<file path="config.mk">
export PLATFORM = sky130hd
export DESIGN_NAME = vector_clock_unit_flat
export DESIGN_NICKNAME = d
export VERILOG_FILES = /design/src/hw/rtl/vcu_pkg.sv /design/src/hw/rtl/vcu_req_if.sv /design/src/hw/rtl/vcu_rsp_if.sv /design/src/hw/rtl/vcu_ram.sv /design/src/hw/rtl/vcu_datapath.sv /design/src/hw/rtl/vector_clock_unit.sv /design/src/flat_wrapper.sv
export VERILOG_INCLUDE_DIRS = /design/src /design/src/hw/rtl
export SDC_FILE = /design/constraint.sdc
export NUM_CORES = 1
export LEC_CHECK = 0
export BUFFER_PORTS_ARGS = -buffer_cell sky130_fd_sc_hd__buf_2
export CORE_MARGIN = 1.5
export CORE_UTILIZATION = 30
export CTS_BUF_LIST = sky130_fd_sc_hd__clkbuf_16
export DETAILED_ROUTE_END_ITERATION = 8
export GPL_TIMING_DRIVEN = 0
export SETUP_SLACK_MARGIN = 0.3
export SLEW_MARGIN = 20
export SYNTH_ARGS = -nofsm -noshare
export SYNTH_HDL_FRONTEND = slang
export SYNTH_SLANG_ARGS = --single-unit
</file>
<file path="constraint.sdc">
create_clock -name clock -period 10.6 [get_ports clock]
set_input_delay 0.53 -clock clock [delete_from_list [all_inputs] [get_ports clock]]
set_output_delay 0.53 -clock clock [all_outputs]
set_load 0.02 [all_outputs]
</file>
<file path="src/hw/rtl/vector_clock_unit_assert.svh">
// ---------------------------------------------------------------------------
// Assertion macros for the vector clock unit
// Clocked assertion wrappers, compiled out when SYNTH is defined.
// ---------------------------------------------------------------------------
`ifndef VECTOR_CLOCK_UNIT_ASSERT_SVH
`define VECTOR_CLOCK_UNIT_ASSERT_SVH

`ifndef SYNTH
// check prop on each rising edge, suspended while rst is high
`define VCU_ASSERT(lbl, clk, rst, prop) \
   lbl: assert property (@(posedge clk) disable iff (rst) prop) \
      else $error("vector clock unit assertion failed");
// check prop on each rising edge, reset included
`define VCU_ASSERT_ALWAYS(lbl, clk, prop) \
   lbl: assert property (@(posedge clk) prop) \
      else $error("vector clock unit assertion failed");
`else
`define VCU_ASSERT(lbl, clk, rst, prop)
`define VCU_ASSERT_ALWAYS(lbl, clk, prop)
`endif

`endif

</file>
<file path="src/hw/rtl/vcu_pkg.sv">
// ---------------------------------------------------------------------------
// Vector clock unit package
// Field widths, operation codes and the ordering flag bundle.
// ---------------------------------------------------------------------------
package vcu_pkg;

   localparam int OP_W    = 3;
   localparam int IDX_W   = 4;
   localparam int VALUE_W = 32;
   localparam int TID_W   = 4;

   // operation codes; the two unused codes behave like a read
   typedef enum logic [OP_W-1:0] {
      OP_LOAD    = 3'd0,
      OP_JOIN    = 3'd1,
      OP_MEET    = 3'd2,
      OP_COMPARE = 3'd3,
      OP_ADVANCE = 3'd4,
      OP_READ    = 3'd5
   } op_type;

   // ordering and overflow flags of one result beat
   typedef struct packed {
      logic before_res;
      logic after;
      logic equal;
      logic concurrent;
      logic strictly_concurrent;
      logic ordered_less;
      logic overflow;
   } flags_type;

endpackage

</file>
<file path="src/hw/rtl/vcu_req_if.sv">
// ---------------------------------------------------------------------------
// Request channel
// Valid/ready channel carrying one clock element or command per beat.
// ---------------------------------------------------------------------------
interface vcu_req_if;
   logic                        valid;
   logic                        ready;
   logic [vcu_pkg::OP_W-1:0]    op;
   logic [vcu_pkg::IDX_W-1:0]   index;
   logic [vcu_pkg::VALUE_W-1:0] value;
   logic [vcu_pkg::TID_W-1:0]   other_thread;
   logic                        last;

   modport source (output valid, op, index, value, other_thread, last, input ready);
   modport sink   (input valid, op, index, value, other_thread, last, output ready);
endinterface

</file>
<file path="src/hw/rtl/vcu_rsp_if.sv">
// ---------------------------------------------------------------------------
// Response channel
// Valid/ready channel carrying one result beat per request beat.
// ---------------------------------------------------------------------------
interface vcu_rsp_if;
   logic                        valid;
   logic                        ready;
   logic [vcu_pkg::VALUE_W-1:0] read_value;
   logic                        before_res;
   logic                        after;
   logic                        equal;
   logic                        concurrent;
   logic                        strictly_concurrent;
   logic                        ordered_less;
   logic                        overflow;

   modport source (output valid, read_value, before_res, after, equal, concurrent,
                   strictly_concurrent, ordered_less, overflow, input ready);
   modport sink   (input valid, read_value, before_res, after, equal, concurrent,
                   strictly_concurrent, ordered_less, overflow, output ready);
endinterface

</file>
<file path="src/hw/rtl/vcu_ram.sv">
// ---------------------------------------------------------------------------
// Generic RAM
// One write port, two read ports with registered read data.
// ---------------------------------------------------------------------------
module vcu_ram #(
   parameter int  WIDTH = 32,
   parameter int  DEPTH = 16,
   localparam int AW    = (DEPTH > 1) ? $clog2(DEPTH) : 1
) (
   input  logic             clock,
   input  logic             wr_en,
   input  logic [AW-1:0]    wr_addr,
   input  logic [WIDTH-1:0] wr_data,
   input  logic             rd_en_a,
   input  logic [AW-1:0]    rd_addr_a,
   output logic [WIDTH-1:0] rd_data_a,
   input  logic             rd_en_b,
   input  logic [AW-1:0]    rd_addr_b,
   output logic [WIDTH-1:0] rd_data_b
);

   logic [WIDTH-1:0] mem_ff [DEPTH];
   logic [WIDTH-1:0] rd_a_ff;
   logic [WIDTH-1:0] rd_b_ff;

   // write, and register both reads
   always_ff @(posedge clock) begin
      if (wr_en) begin
         mem_ff[wr_addr] <= wr_data;
      end
      if (rd_en_a) begin
         rd_a_ff <= mem_ff[rd_addr_a];
      end
      if (rd_en_b) begin
         rd_b_ff <= mem_ff[rd_addr_b];
      end
   end

   assign rd_data_a = rd_a_ff;
   assign rd_data_b = rd_b_ff;

endmodule

</file>
<file path="src/hw/rtl/vcu_datapath.sv">
// ---------------------------------------------------------------------------
// Vector clock element datapath
// Computes the write-back value, the compare accumulators and the flags
// for one element against the stored entry.
// ---------------------------------------------------------------------------
module vcu_datapath #(
   parameter int CLOCK_BITS = 32
) (
   input  logic [vcu_pkg::OP_W-1:0] op,
   input  logic [CLOCK_BITS-1:0]    elem,
   input  logic [CLOCK_BITS-1:0]    stored,
   input  logic                     entry_ok,
   input  logic                     last,
   input  logic                     own_lt_other,
   input  logic                     saw_gt,
   input  logic                     saw_ls,
   output logic                     wr_en,
   output logic [CLOCK_BITS-1:0]    wr_data,
   output logic                     saw_gt_in,
   output logic                     saw_ls_in,
   output vcu_pkg::flags_type       flags
);

   localparam logic [CLOCK_BITS-1:0] ENTRY_MAX = '1;

   logic gt;
   logic ls;
   logic acc_gt;
   logic acc_ls;

   assign gt     = elem > stored;
   assign ls     = elem < stored;
   assign acc_gt = saw_gt | (entry_ok & gt);
   assign acc_ls = saw_ls | (entry_ok & ls);

   // decode the operation
   always_comb begin
      wr_en     = 1'b0;
      wr_data   = elem;
      saw_gt_in = saw_gt;
      saw_ls_in = saw_ls;
      flags     = '0;
      case (op)
         vcu_pkg::OP_LOAD: begin
            wr_en = entry_ok;
         end
         vcu_pkg::OP_JOIN: begin
            wr_en = entry_ok & gt;
         end
         vcu_pkg::OP_MEET: begin
            wr_en = entry_ok & ls;
         end
         vcu_pkg::OP_COMPARE: begin
            if (last) begin
               flags.before_res          = acc_gt & ~acc_ls;
               flags.after               = acc_ls & ~acc_gt;
               flags.equal               = ~acc_gt & ~acc_ls;
               flags.concurrent          = ~(acc_gt ^ acc_ls);
               flags.strictly_concurrent = acc_gt & acc_ls;
               flags.ordered_less        = (acc_gt & acc_ls) ? own_lt_other
                                                             : (acc_gt & ~acc_ls);
               saw_gt_in = 1'b0;
               saw_ls_in = 1'b0;
            end else begin
               saw_gt_in = acc_gt;
               saw_ls_in = acc_ls;
            end
         end
         vcu_pkg::OP_ADVANCE: begin
            // saturate at the top value and flag it
            wr_data = stored + CLOCK_BITS'(1);
            if (entry_ok) begin
               if (stored == ENTRY_MAX) begin
                  flags.overflow = 1'b1;
               end else begin
                  wr_en = 1'b1;
               end
            end
         end
         default: begin
         end
      endcase
   end

endmodule

</file>
<file path="src/hw/rtl/vector_clock_unit.sv">
// Vector clock unit: a request beat is read from the RAM when accepted; the execute
// state then writes back and loads the response register once that register is free.
// A new request is taken only once that beat has committed, also while its response waits.
// Reset (synchronous, active high) clears the owner id, the compare
// accumulators and the per-entry valid bits at once, so every entry reads as
// zero right after reset; no clearing pass is needed.
// ---------------------------------------------------------------------------
// Vector clock unit top level
// Holds one vector clock in a RAM and applies load, join, meet, compare,
// advance and read beats to it, one element at a time.
// ---------------------------------------------------------------------------
`include "vector_clock_unit_assert.svh"

module vector_clock_unit #(
   parameter int THREADS    = 16,
   parameter int CLOCK_BITS = 32
) (
   input  logic                      clock,
   input  logic                      reset,
   input  logic                      csr_we,
   input  logic [vcu_pkg::TID_W-1:0] csr_wdata,
   vcu_req_if.sink                   req_ch,
   vcu_rsp_if.source                 rsp_ch
);

   localparam int AW  = (THREADS > 1) ? $clog2(THREADS) : 1;
   localparam int VW  = vcu_pkg::VALUE_W;
   localparam int IW  = vcu_pkg::IDX_W;
   localparam int TW  = vcu_pkg::TID_W;

   typedef enum logic {S_IDLE, S_EXEC} state_type;

   state_type                state_ff;
   logic [TW-1:0]            own_thread_ff;
   logic                     saw_gt_ff;
   logic                     saw_ls_ff;
   logic [THREADS-1:0]       vld_ff;

   // captured request
   logic [vcu_pkg::OP_W-1:0] op_ff;
   logic [CLOCK_BITS-1:0]    elem_ff;
   logic                     last_ff;
   logic                     own_lt_ff;
   logic                     idx_ok_ff;
   logic                     tgt_ok_ff;
   logic [AW-1:0]            idx_addr_ff;
   logic [AW-1:0]            tgt_addr_ff;

   // response register
   logic                     rsp_valid_ff;
   logic [VW-1:0]            rsp_value_ff;
   vcu_pkg::flags_type       rsp_flags_ff;

   logic                     req_fire;
   logic                     commit;
   logic                     idx_ok;
   logic                     own_ok;
   logic [AW+IW-1:0]         idx_wide;
   logic [AW+TW-1:0]         own_wide;
   logic [AW-1:0]            idx_addr;
   logic [AW-1:0]            own_addr;
   logic [AW-1:0]            tgt_addr;
   logic [CLOCK_BITS+VW-1:0] elem_wide;
   logic [CLOCK_BITS-1:0]    rd_a;
   logic [CLOCK_BITS-1:0]    rd_b;
   logic [CLOCK_BITS-1:0]    stored;
   logic [CLOCK_BITS-1:0]    other_entry;
   logic [CLOCK_BITS-1:0]    result_entry;
   logic [CLOCK_BITS+VW-1:0] result_wide;
   logic                     dp_wr_en;
   logic [CLOCK_BITS-1:0]    dp_wr_data;
   logic                     saw_gt_in;
   logic                     saw_ls_in;
   vcu_pkg::flags_type       dp_flags;
   logic                     ram_we;

   // request side: one element in flight
   assign req_ch.ready = (state_ff == S_IDLE);
   assign req_fire     = req_ch.valid & req_ch.ready;
   assign commit       = (state_ff == S_EXEC) & (~rsp_valid_ff | rsp_ch.ready);

   // map ids onto RAM addresses
   assign idx_ok    = 32'(req_ch.index) < THREADS;
   assign own_ok    = 32'(own_thread_ff) < THREADS;
   assign idx_wide  = {{AW{1'b0}}, req_ch.index};
   assign own_wide  = {{AW{1'b0}}, own_thread_ff};
   assign idx_addr  = idx_wide[AW-1:0];
   assign own_addr  = own_wide[AW-1:0];
   assign tgt_addr  = (req_ch.op == vcu_pkg::OP_ADVANCE) ? own_addr : idx_addr;
   assign elem_wide = {{CLOCK_BITS{1'b0}}, req_ch.value};

   // entries never written read as zero
   assign stored      = vld_ff[tgt_addr_ff] ? rd_a : '0;
   assign other_entry = vld_ff[idx_addr_ff] ? rd_b : '0;

   vcu_ram #(
      .WIDTH (CLOCK_BITS),
      .DEPTH (THREADS)
   ) u_ram (
      .clock     (clock),
      .wr_en     (ram_we),
      .wr_addr   (tgt_addr_ff),
      .wr_data   (dp_wr_data),
      .rd_en_a   (req_fire),
      .rd_addr_a (tgt_addr),
      .rd_data_a (rd_a),
      .rd_en_b   (req_fire),
      .rd_addr_b (idx_addr),
      .rd_data_b (rd_b)
   );

   vcu_datapath #(
      .CLOCK_BITS (CLOCK_BITS)
   ) u_datapath (
      .op           (op_ff),
      .elem         (elem_ff),
      .stored       (stored),
      .entry_ok     (tgt_ok_ff),
      .last         (last_ff),
      .own_lt_other (own_lt_ff),
      .saw_gt       (saw_gt_ff),
      .saw_ls       (saw_ls_ff),
      .wr_en        (dp_wr_en),
      .wr_data      (dp_wr_data),
      .saw_gt_in    (saw_gt_in),
      .saw_ls_in    (saw_ls_in),
      .flags        (dp_flags)
   );

   assign ram_we = commit & dp_wr_en;

   // forward the written value when the read entry is the one updated
   always_comb begin
      if (tgt_addr_ff == idx_addr_ff) begin
         result_entry = dp_wr_en ? dp_wr_data : stored;
      end else begin
         result_entry = other_entry;
      end
   end
   assign result_wide = {{VW{1'b0}}, result_entry};

   // control, capture and response registers
   always_ff @(posedge clock) begin
      if (reset) begin
         state_ff      <= S_IDLE;
         rsp_valid_ff  <= 1'b0;
         own_thread_ff <= '0;
         saw_gt_ff     <= 1'b0;
         saw_ls_ff     <= 1'b0;
         vld_ff        <= '0;
      end else begin
         if (csr_we) begin
            own_thread_ff <= csr_wdata;
         end
         if (rsp_valid_ff && rsp_ch.ready && !commit) begin
            rsp_valid_ff <= 1'b0;
         end
         case (state_ff)
            S_IDLE: begin
               if (req_fire) begin
                  op_ff       <= req_ch.op;
                  elem_ff     <= elem_wide[CLOCK_BITS-1:0];
                  last_ff     <= req_ch.last;
                  own_lt_ff   <= own_thread_ff < req_ch.other_thread;
                  idx_ok_ff   <= idx_ok;
                  tgt_ok_ff   <= (req_ch.op == vcu_pkg::OP_ADVANCE) ? own_ok : idx_ok;
                  idx_addr_ff <= idx_addr;
                  tgt_addr_ff <= tgt_addr;
                  state_ff    <= S_EXEC;
               end
            end
            S_EXEC: begin
               // hold until the response register is free
               if (commit) begin
                  saw_gt_ff    <= saw_gt_in;
                  saw_ls_ff    <= saw_ls_in;
                  if (dp_wr_en) begin
                     vld_ff[tgt_addr_ff] <= 1'b1;
                  end
                  rsp_valid_ff <= 1'b1;
                  rsp_value_ff <= idx_ok_ff ? result_wide[VW-1:0] : '0;
                  rsp_flags_ff <= dp_flags;
                  state_ff     <= S_IDLE;
               end
            end
            default: begin
               state_ff <= S_IDLE;
            end
         endcase
      end
   end

   // drive the response channel
   assign rsp_ch.valid               = rsp_valid_ff;
   assign rsp_ch.read_value          = rsp_value_ff;
   assign rsp_ch.before_res          = rsp_flags_ff.before_res;
   assign rsp_ch.after               = rsp_flags_ff.after;
   assign rsp_ch.equal               = rsp_flags_ff.equal;
   assign rsp_ch.concurrent          = rsp_flags_ff.concurrent;
   assign rsp_ch.strictly_concurrent = rsp_flags_ff.strictly_concurrent;
   assign rsp_ch.ordered_less        = rsp_flags_ff.ordered_less;
   assign rsp_ch.overflow            = rsp_flags_ff.overflow;

   // an accepted beat moves to execute
   `VCU_ASSERT(a_fire_exec, clock, reset, req_fire |=> (state_ff == S_EXEC))
   // the RAM is written only when the response is loaded
   `VCU_ASSERT_ALWAYS(a_write_commit, clock, ram_we |-> (commit && !reset))
   // a written entry is marked valid
   `VCU_ASSERT(a_write_valid, clock, reset, ram_we |=> vld_ff[$past(tgt_addr_ff)])
   // the closing compare beat clears both accumulators
   `VCU_ASSERT(a_acc_clear, clock, reset,
      (commit && op_ff == vcu_pkg::OP_COMPARE && last_ff) |=> (!saw_gt_ff && !saw_ls_ff))

endmodule

</file>
<file path="src/flat_wrapper.sv">
// flat-port wrapper written by rule: the top's interface ports become plain ports
module vector_clock_unit_flat 
#(
   parameter int THREADS    = 16,
   parameter int CLOCK_BITS = 32
)
  (clock, reset, csr_we, csr_wdata, req_ch_valid, req_ch_op, req_ch_index, req_ch_value, req_ch_other_thread, req_ch_last, req_ch_ready, rsp_ch_valid, rsp_ch_read_value, rsp_ch_before_res, rsp_ch_after, rsp_ch_equal, rsp_ch_concurrent, rsp_ch_strictly_concurrent, rsp_ch_ordered_less, rsp_ch_overflow, rsp_ch_ready);
  vcu_req_if req_ch_i ();
  vcu_rsp_if rsp_ch_i ();
  input  logic clock;
  input  logic reset;
  input  logic csr_we;
  input  logic [vcu_pkg::TID_W-1:0] csr_wdata;
  input wire logic [$bits(req_ch_i.valid)-1:0] req_ch_valid;
  input wire logic [$bits(req_ch_i.op)-1:0] req_ch_op;
  input wire logic [$bits(req_ch_i.index)-1:0] req_ch_index;
  input wire logic [$bits(req_ch_i.value)-1:0] req_ch_value;
  input wire logic [$bits(req_ch_i.other_thread)-1:0] req_ch_other_thread;
  input wire logic [$bits(req_ch_i.last)-1:0] req_ch_last;
  output wire logic [$bits(req_ch_i.ready)-1:0] req_ch_ready;
  output wire logic [$bits(rsp_ch_i.valid)-1:0] rsp_ch_valid;
  output wire logic [$bits(rsp_ch_i.read_value)-1:0] rsp_ch_read_value;
  output wire logic [$bits(rsp_ch_i.before_res)-1:0] rsp_ch_before_res;
  output wire logic [$bits(rsp_ch_i.after)-1:0] rsp_ch_after;
  output wire logic [$bits(rsp_ch_i.equal)-1:0] rsp_ch_equal;
  output wire logic [$bits(rsp_ch_i.concurrent)-1:0] rsp_ch_concurrent;
  output wire logic [$bits(rsp_ch_i.strictly_concurrent)-1:0] rsp_ch_strictly_concurrent;
  output wire logic [$bits(rsp_ch_i.ordered_less)-1:0] rsp_ch_ordered_less;
  output wire logic [$bits(rsp_ch_i.overflow)-1:0] rsp_ch_overflow;
  input wire logic [$bits(rsp_ch_i.ready)-1:0] rsp_ch_ready;
  assign req_ch_i.valid = req_ch_valid;
  assign req_ch_i.op = req_ch_op;
  assign req_ch_i.index = req_ch_index;
  assign req_ch_i.value = req_ch_value;
  assign req_ch_i.other_thread = req_ch_other_thread;
  assign req_ch_i.last = req_ch_last;
  assign req_ch_ready = req_ch_i.ready;
  assign rsp_ch_valid = rsp_ch_i.valid;
  assign rsp_ch_read_value = rsp_ch_i.read_value;
  assign rsp_ch_before_res = rsp_ch_i.before_res;
  assign rsp_ch_after = rsp_ch_i.after;
  assign rsp_ch_equal = rsp_ch_i.equal;
  assign rsp_ch_concurrent = rsp_ch_i.concurrent;
  assign rsp_ch_strictly_concurrent = rsp_ch_i.strictly_concurrent;
  assign rsp_ch_ordered_less = rsp_ch_i.ordered_less;
  assign rsp_ch_overflow = rsp_ch_i.overflow;
  assign rsp_ch_i.ready = rsp_ch_ready;
  vector_clock_unit #(.THREADS(THREADS), .CLOCK_BITS(CLOCK_BITS)) u_core (.clock(clock), .reset(reset), .csr_we(csr_we), .csr_wdata(csr_wdata), .req_ch(req_ch_i), .rsp_ch(rsp_ch_i));
endmodule
</file>
Word-level counts from Yosys, hierarchy flattened
Memory sizes are Yosys's and may differ from the RTL's. A register that Yosys moved wholly into a read port is not among the register bits.
Index checks and enable logic that the tools add are counted.

word-level totals
  flip-flop bits (word level) = 108
  bits in writable memories = 512
  input port bits = 53
  output and inout port bits = 41
  word-level logic and storage cells = 89
  memories = 1

memory list
  memory               words  width  rd ports  clocked after Yosys merged registers in  wr ports  RTL line       text
  u_core.u_ram.mem_ff  16     32     2         2                                        1         vcu_ram.sv:22  logic [WIDTH-1:0] mem_ff [DEPTH];

operators by class
  add/sub/neg operators = 1
  $lt $le $gt $ge = 6
  equal/unequal tests = 7
  mux-type cells = 26
  bitwise operators = 18
  reductions and logical operators = 10

operators with widths
  kind                                                 number
  2-to-1 mux 32 bit                                    5
  adder 32 x 1 -> 32 bit, second input constant        1
  == test 32 bit, second input constant                1
  greater-than comparator 32 bit                       1
  < comparator 32 bit                                  1
  bitwise OR 16 bit                                    1
  2-to-1 mux 1 bit                                     15
  AND reduction 3 bit                                  4
  < comparator 4 x 5 -> 1 bit, second input constant   2
  binary-select mux 1 bit (select 4 bit)               2
  AND 1 bit                                            7
  == test 3 x 2 -> 1 bit, second input constant        2
  == test 3 bit, second input constant                 2
  inverter 1 bit                                       6
  demux 1 bit (select 4 bit)                           1
  == test 4 bit                                        1
  >= comparator 4 x 1 -> 1 bit, second input constant  1
  < comparator 4 bit                                   1
  2-to-1 mux 4 bit                                     1
  one-hot mux 1 bit (4 select lines)                   1
  == test 3 x 1 -> 1 bit, second input constant        1
  logical AND 1 bit                                    3
  zero test 3 bit                                      1
  bitwise OR 1 bit                                     3
  other kinds (4)                                      4

Logic depth before layout (Yosys ltp)
  depth after elaboration = 9
  mapped depth = 18
  depth with buffers taken out = 15

By module
From an unflattened synthesis, not the netlist that was laid out.

unflattened totals
  cells, all modules = 1,776
  area total of the unflattened synthesis = 31,430.1 um^2

by module, submodules not included
  module             instances  cells an instance  area an instance (um^2)  seq. area each (um^2)
  vcu_ram            1          1,141              24,843.8                 17,296.6
  vector_clock_unit  1          334                4,680.7                  3,002.9
  vcu_datapath       1          301                1,905.6                  0.0

Worst setup path after synthesis
OpenSTA, ideal clock, no wires.

  kind = reg-to-reg
  start = register u_core.tgt_addr_ff[0]
  end = memory u_core.u_ram.mem_ff[7][0], enable pin
  library setup time = 502 ps
  data arrival time = 7,176 ps
  required time = 10,098 ps
  setup slack = 2,922 ps
  cell stages (with the launch flop) = 17
  period minus slack after synthesis = 7,678 ps
  cell sequence = edfxtp_1 buf_6 mux4_2 mux4_2 clkbuf_1 clkbuf_1 buf_1 nand2_1 ha_1 nand4_1 or3_1 or2_0 a41o_1 a21boi_1 clkbuf_1 nor3_1 nor4_1

on the way
  longest elaborated chain between the ends = 9
  elaborated cells on any way between the ends = 11
  classes of those cells = 2 x order compare; 1 x eq/ne; 7 x mux; 1 x bitwise

ends and longest elaborated chain
  item                                                                         RTL line                  text
  start, declared                                                              vector_clock_unit.sv:47   logic [AW-1:0] tgt_addr_ff;
  start signal, assigned                                                       vector_clock_unit.sv:168  tgt_addr_ff <= tgt_addr;
  parallel branches: the longest is 9 deep, another holds < comparator 32 bit  -
  end, declared                                                                vcu_ram.sv:22

Parallel ways; which one is timed is not known. The select of a mux whose other input is x is not followed.

Worst setup path in the final report
  start = register u_core.tgt_addr_ff[3]
  end = memory u_core.u_ram.mem_ff[11][11], enable pin

Same word-level chain as after synthesis.

==> out/metrics.cfg <==
[cts]
clk_pin_slew_ns = 0.07
cts_max_level = 3
clk_path_buf_depth = 3
post_cts_buffers = 0
ctsHoldBuffers = 0
cts.sink_count = 684
post_cts_resized = 0
cts_tree = done
clk_latency_ns = 0.65
clock-root-buffer = clkbuf_16
cts_buffers = 72

[timing]
tightestPinTransition_ns = 1.113
drv_slew = 0
fin_setup_tns_ns = 0
clock_skew_ns = 0.03050
max_freq_mhz = 125.9
fin_crit_ns = 7.943
slew_headroom_pct = 25.83
rsz0062_at_grt = false
whs_ns = 0.05958
worst_slack_ns = 2.657
period_share_pct = 74.93
finalHoldViolations = 0
finalSetupViolCount = 0

[placed_design]
portBuffers = 92
dp_slack_ns = 2.894
gp_congestion = 0.9252
placed_cell_area_um2 = 36070
dpl.cell_count = 4082
hpwl_um = 81780

[synth]
yosysTopAreaCell = edfxtp_1
synth_top_area_share_pct = 60.49
async_reset_ff_share_pct = 0
netlist_top_cells_area = edfxtp_1 60%, mux4_2 12%, nand2_1 7.1%, nand3_1 4.3%, clkbuf_1 1.8%
synth_edf_count = 660
ys_seq_elements = 684
syn_nets = 2581
ys_types = 59
synth-seq-area-share_pct = 61.96
netlist_instances = 2488
yosys_warnings = 0
synth_area_per_cell_um2 = 13.17
ys.flop_type = edfxtp_1
synth_area_um2 = 32760

[pwr]
power.share.clock_pct = 41.3
netSwitchingPower_mw = 1.584
leakagePower_nw = 12.97
vdd.ir_drop.worst_mv = 0.1141
p_sw_share_pct = 25.27
powerDensity_nw_per_um2 = 163.0
seq_power_share_pct = 48.8
p_int_mw = 4.683
combPwrFrac_pct = 9.9
power_mw = 6.266

[grt]
overflow = 0
grt_max_degree = 29
grt_use_total_pct = 19.29
grt_pass1_vias = 23340
grt_pass1_wl_um = 157500
antenna_found_initial = 9

[floorplanning]
std_cell_rows = 121
initial_utilization_pct = 30.18
core_area_um2 = 108600
die_width_um = 333.5
boundaryPins = 94
die-area_um2 = 111200
die_height_um = 333.5

[setup_path]
critPathKind = reg -> reg
critPathMaxFanout = 10
cp.required_ns = 10.93
crit_path_end_kind = flip-flop
cp_data_arrival_time_ns = 8.28
start_kind = flip-flop

[run_status]
status = completed

[detailed_routing]
viasPerCell = 5.570
routedWlPerCell_um = 26.04
firstDrtPassIters = 6
drt-initial-drc-count = 3058
wl_um = 109700
drcViolationCount = 0
drtAntennaViolNets = 0
vias = 23480

[min_path]
hold_class = in -> reg

[finish]
layout_common_cells = 660 x edfxtp_1, 623 x nand2_1, 280 x nand3_1
utilization_pct = 35.43
final_common_cell = edfxtp_1
finish.instance_area_um2 = 38460
drive_above_1_share_pct = 19.61
nets = 2835
area_growth_pct = 17.38
stdcell_count = 4215

[run]
drv_cap = 0

-- power by group through the flow --
stage / logic (mW) / clock network [mW] / registers (mW)
finish: 0.622 / 2.59 / 3.06
global placement: 0.578 / 0 / 3.12
global route: 0.656 / 2.70 / 3.06
CTS: 0.611 / 2.60 / 3.06
detailed placement: 0.609 / 0 / 3.11
floorplan: 0.339 / 0 / 3.11
-- worst max-delay path, stage by stage (launching register included) --
cell	delay (ns)
edfxtp_1	0.32
clkbuf_1	0.35
mux4_2	0.32
mux4_2	0.35
clkbuf_1	0.42
clkbuf_1	0.57
buf_1	0.63
nand2_1	0.22
ha_1	0.35
nand4_1	0.14
or3_1	0.47
or2_0	0.26
a41o_1	0.33
a21boi_1	0.81
o31ai_1	0.44
clkbuf_1	0.38
nor3_2	0.74
buf_4	0.33
buf_4	0.21
-- cells in the mapped netlist, drive strengths merged (2+ instances only) --
cell,number
clkbuf,157
and2,18
nor2b,3
inv,15
mux4,170
a311o,10
a21boi,2
nor3,22
nand2,623
dfxtp,24
and3,53
xnor2,14
a211oi,4
o21bai,2
buf,43
nand3,280
edfxtp,660
and4,10
nor2,17
o31ai,19
nor3b,2
mux2i,11
xor2,16
o41ai,16
a41o,2
or2,8
a31oi,34
a21oi,15
nand2b,22
nor4,17
ha,40
a221o,2
o211ai,4
or4,4
o21ai,17
nand4,18
a311oi,64
a21o,7
o311ai,34
-- per-layer routing --
layer	up-vias	global-route usage, %	wire length [um]
met4	10	8.656	4589
met1	11720	23.87	41250
met3	268	3.640	10600
met2	1355	32.69	53230
li1	10130	-	-
met5	-	0	79
-- path summary, 6_finish.rpt --
check,start,endpoint,cells after the start,slack [ns]
worst max-delay path,u_core.tgt_addr_ff[3]$_DFFE_PP_,u_core.u_ram.mem_ff[11][11]$_DFFE_PP_,18,2.66
worst min-delay path,req_ch_value[18],u_core.elem_ff[18]$_DFFE_PP_,1,0.06
worst min register to register,u_core.vld_ff[0]$_SDFFE_PP0P_,u_core.vld_ff[0]$_SDFFE_PP0P_,2,0.49
worst max register to register,u_core.tgt_addr_ff[3]$_DFFE_PP_,u_core.u_ram.mem_ff[11][11]$_DFFE_PP_,18,2.66
-- layout make-up --
type / count / area, um^2
Tap cell: 1414 / 1769
Sequential cell: 684 / 20300
Fill cell: 10420 / 70090
Timing Repair Buffer: 180 / 1201
Buffer: 200 / 780.7
Multi-Input combinational cell: 1589 / 11970
Clock inverter: 58 / 521.8
Antenna cell: 1 / 2.502
Clock buffer: 74 / 1852
Inverter: 15 / 56.30
-- kinds of logic (layout without fill, tap and decap cells) --
group / Yosys count / in the layout / share of synthesized area, %
buf+inv: 215 / 527 / 2.521
xor+xnor: 30 / 30 / 0.8020
compound gates: 238 / 238 / 6.061
flops: 684 / 684 / 61.96
fa+ha+maj: 40 / 40 / 1.528
mux: 182 / 182 / 12.06
other cells: 0 / 1 / 0
simple gates: 1099 / 1099 / 15.07
-- sequential cells by signal, summed over array words and instances (netlist names), 3 cells and up --
register	count
u_core.u_ram.rd_data_a	32
u_core.op_ff	3
u_core.tgt_addr_ff	4
u_core.u_ram.rd_data_b	32
u_core.elem_ff	32
u_core.vld_ff	16
u_core.idx_addr_ff	4
u_core.rsp_ch.read_value	32
u_core.own_addr	4
u_core.u_ram.mem_ff	512
Power figures use the tool's default switching activity.
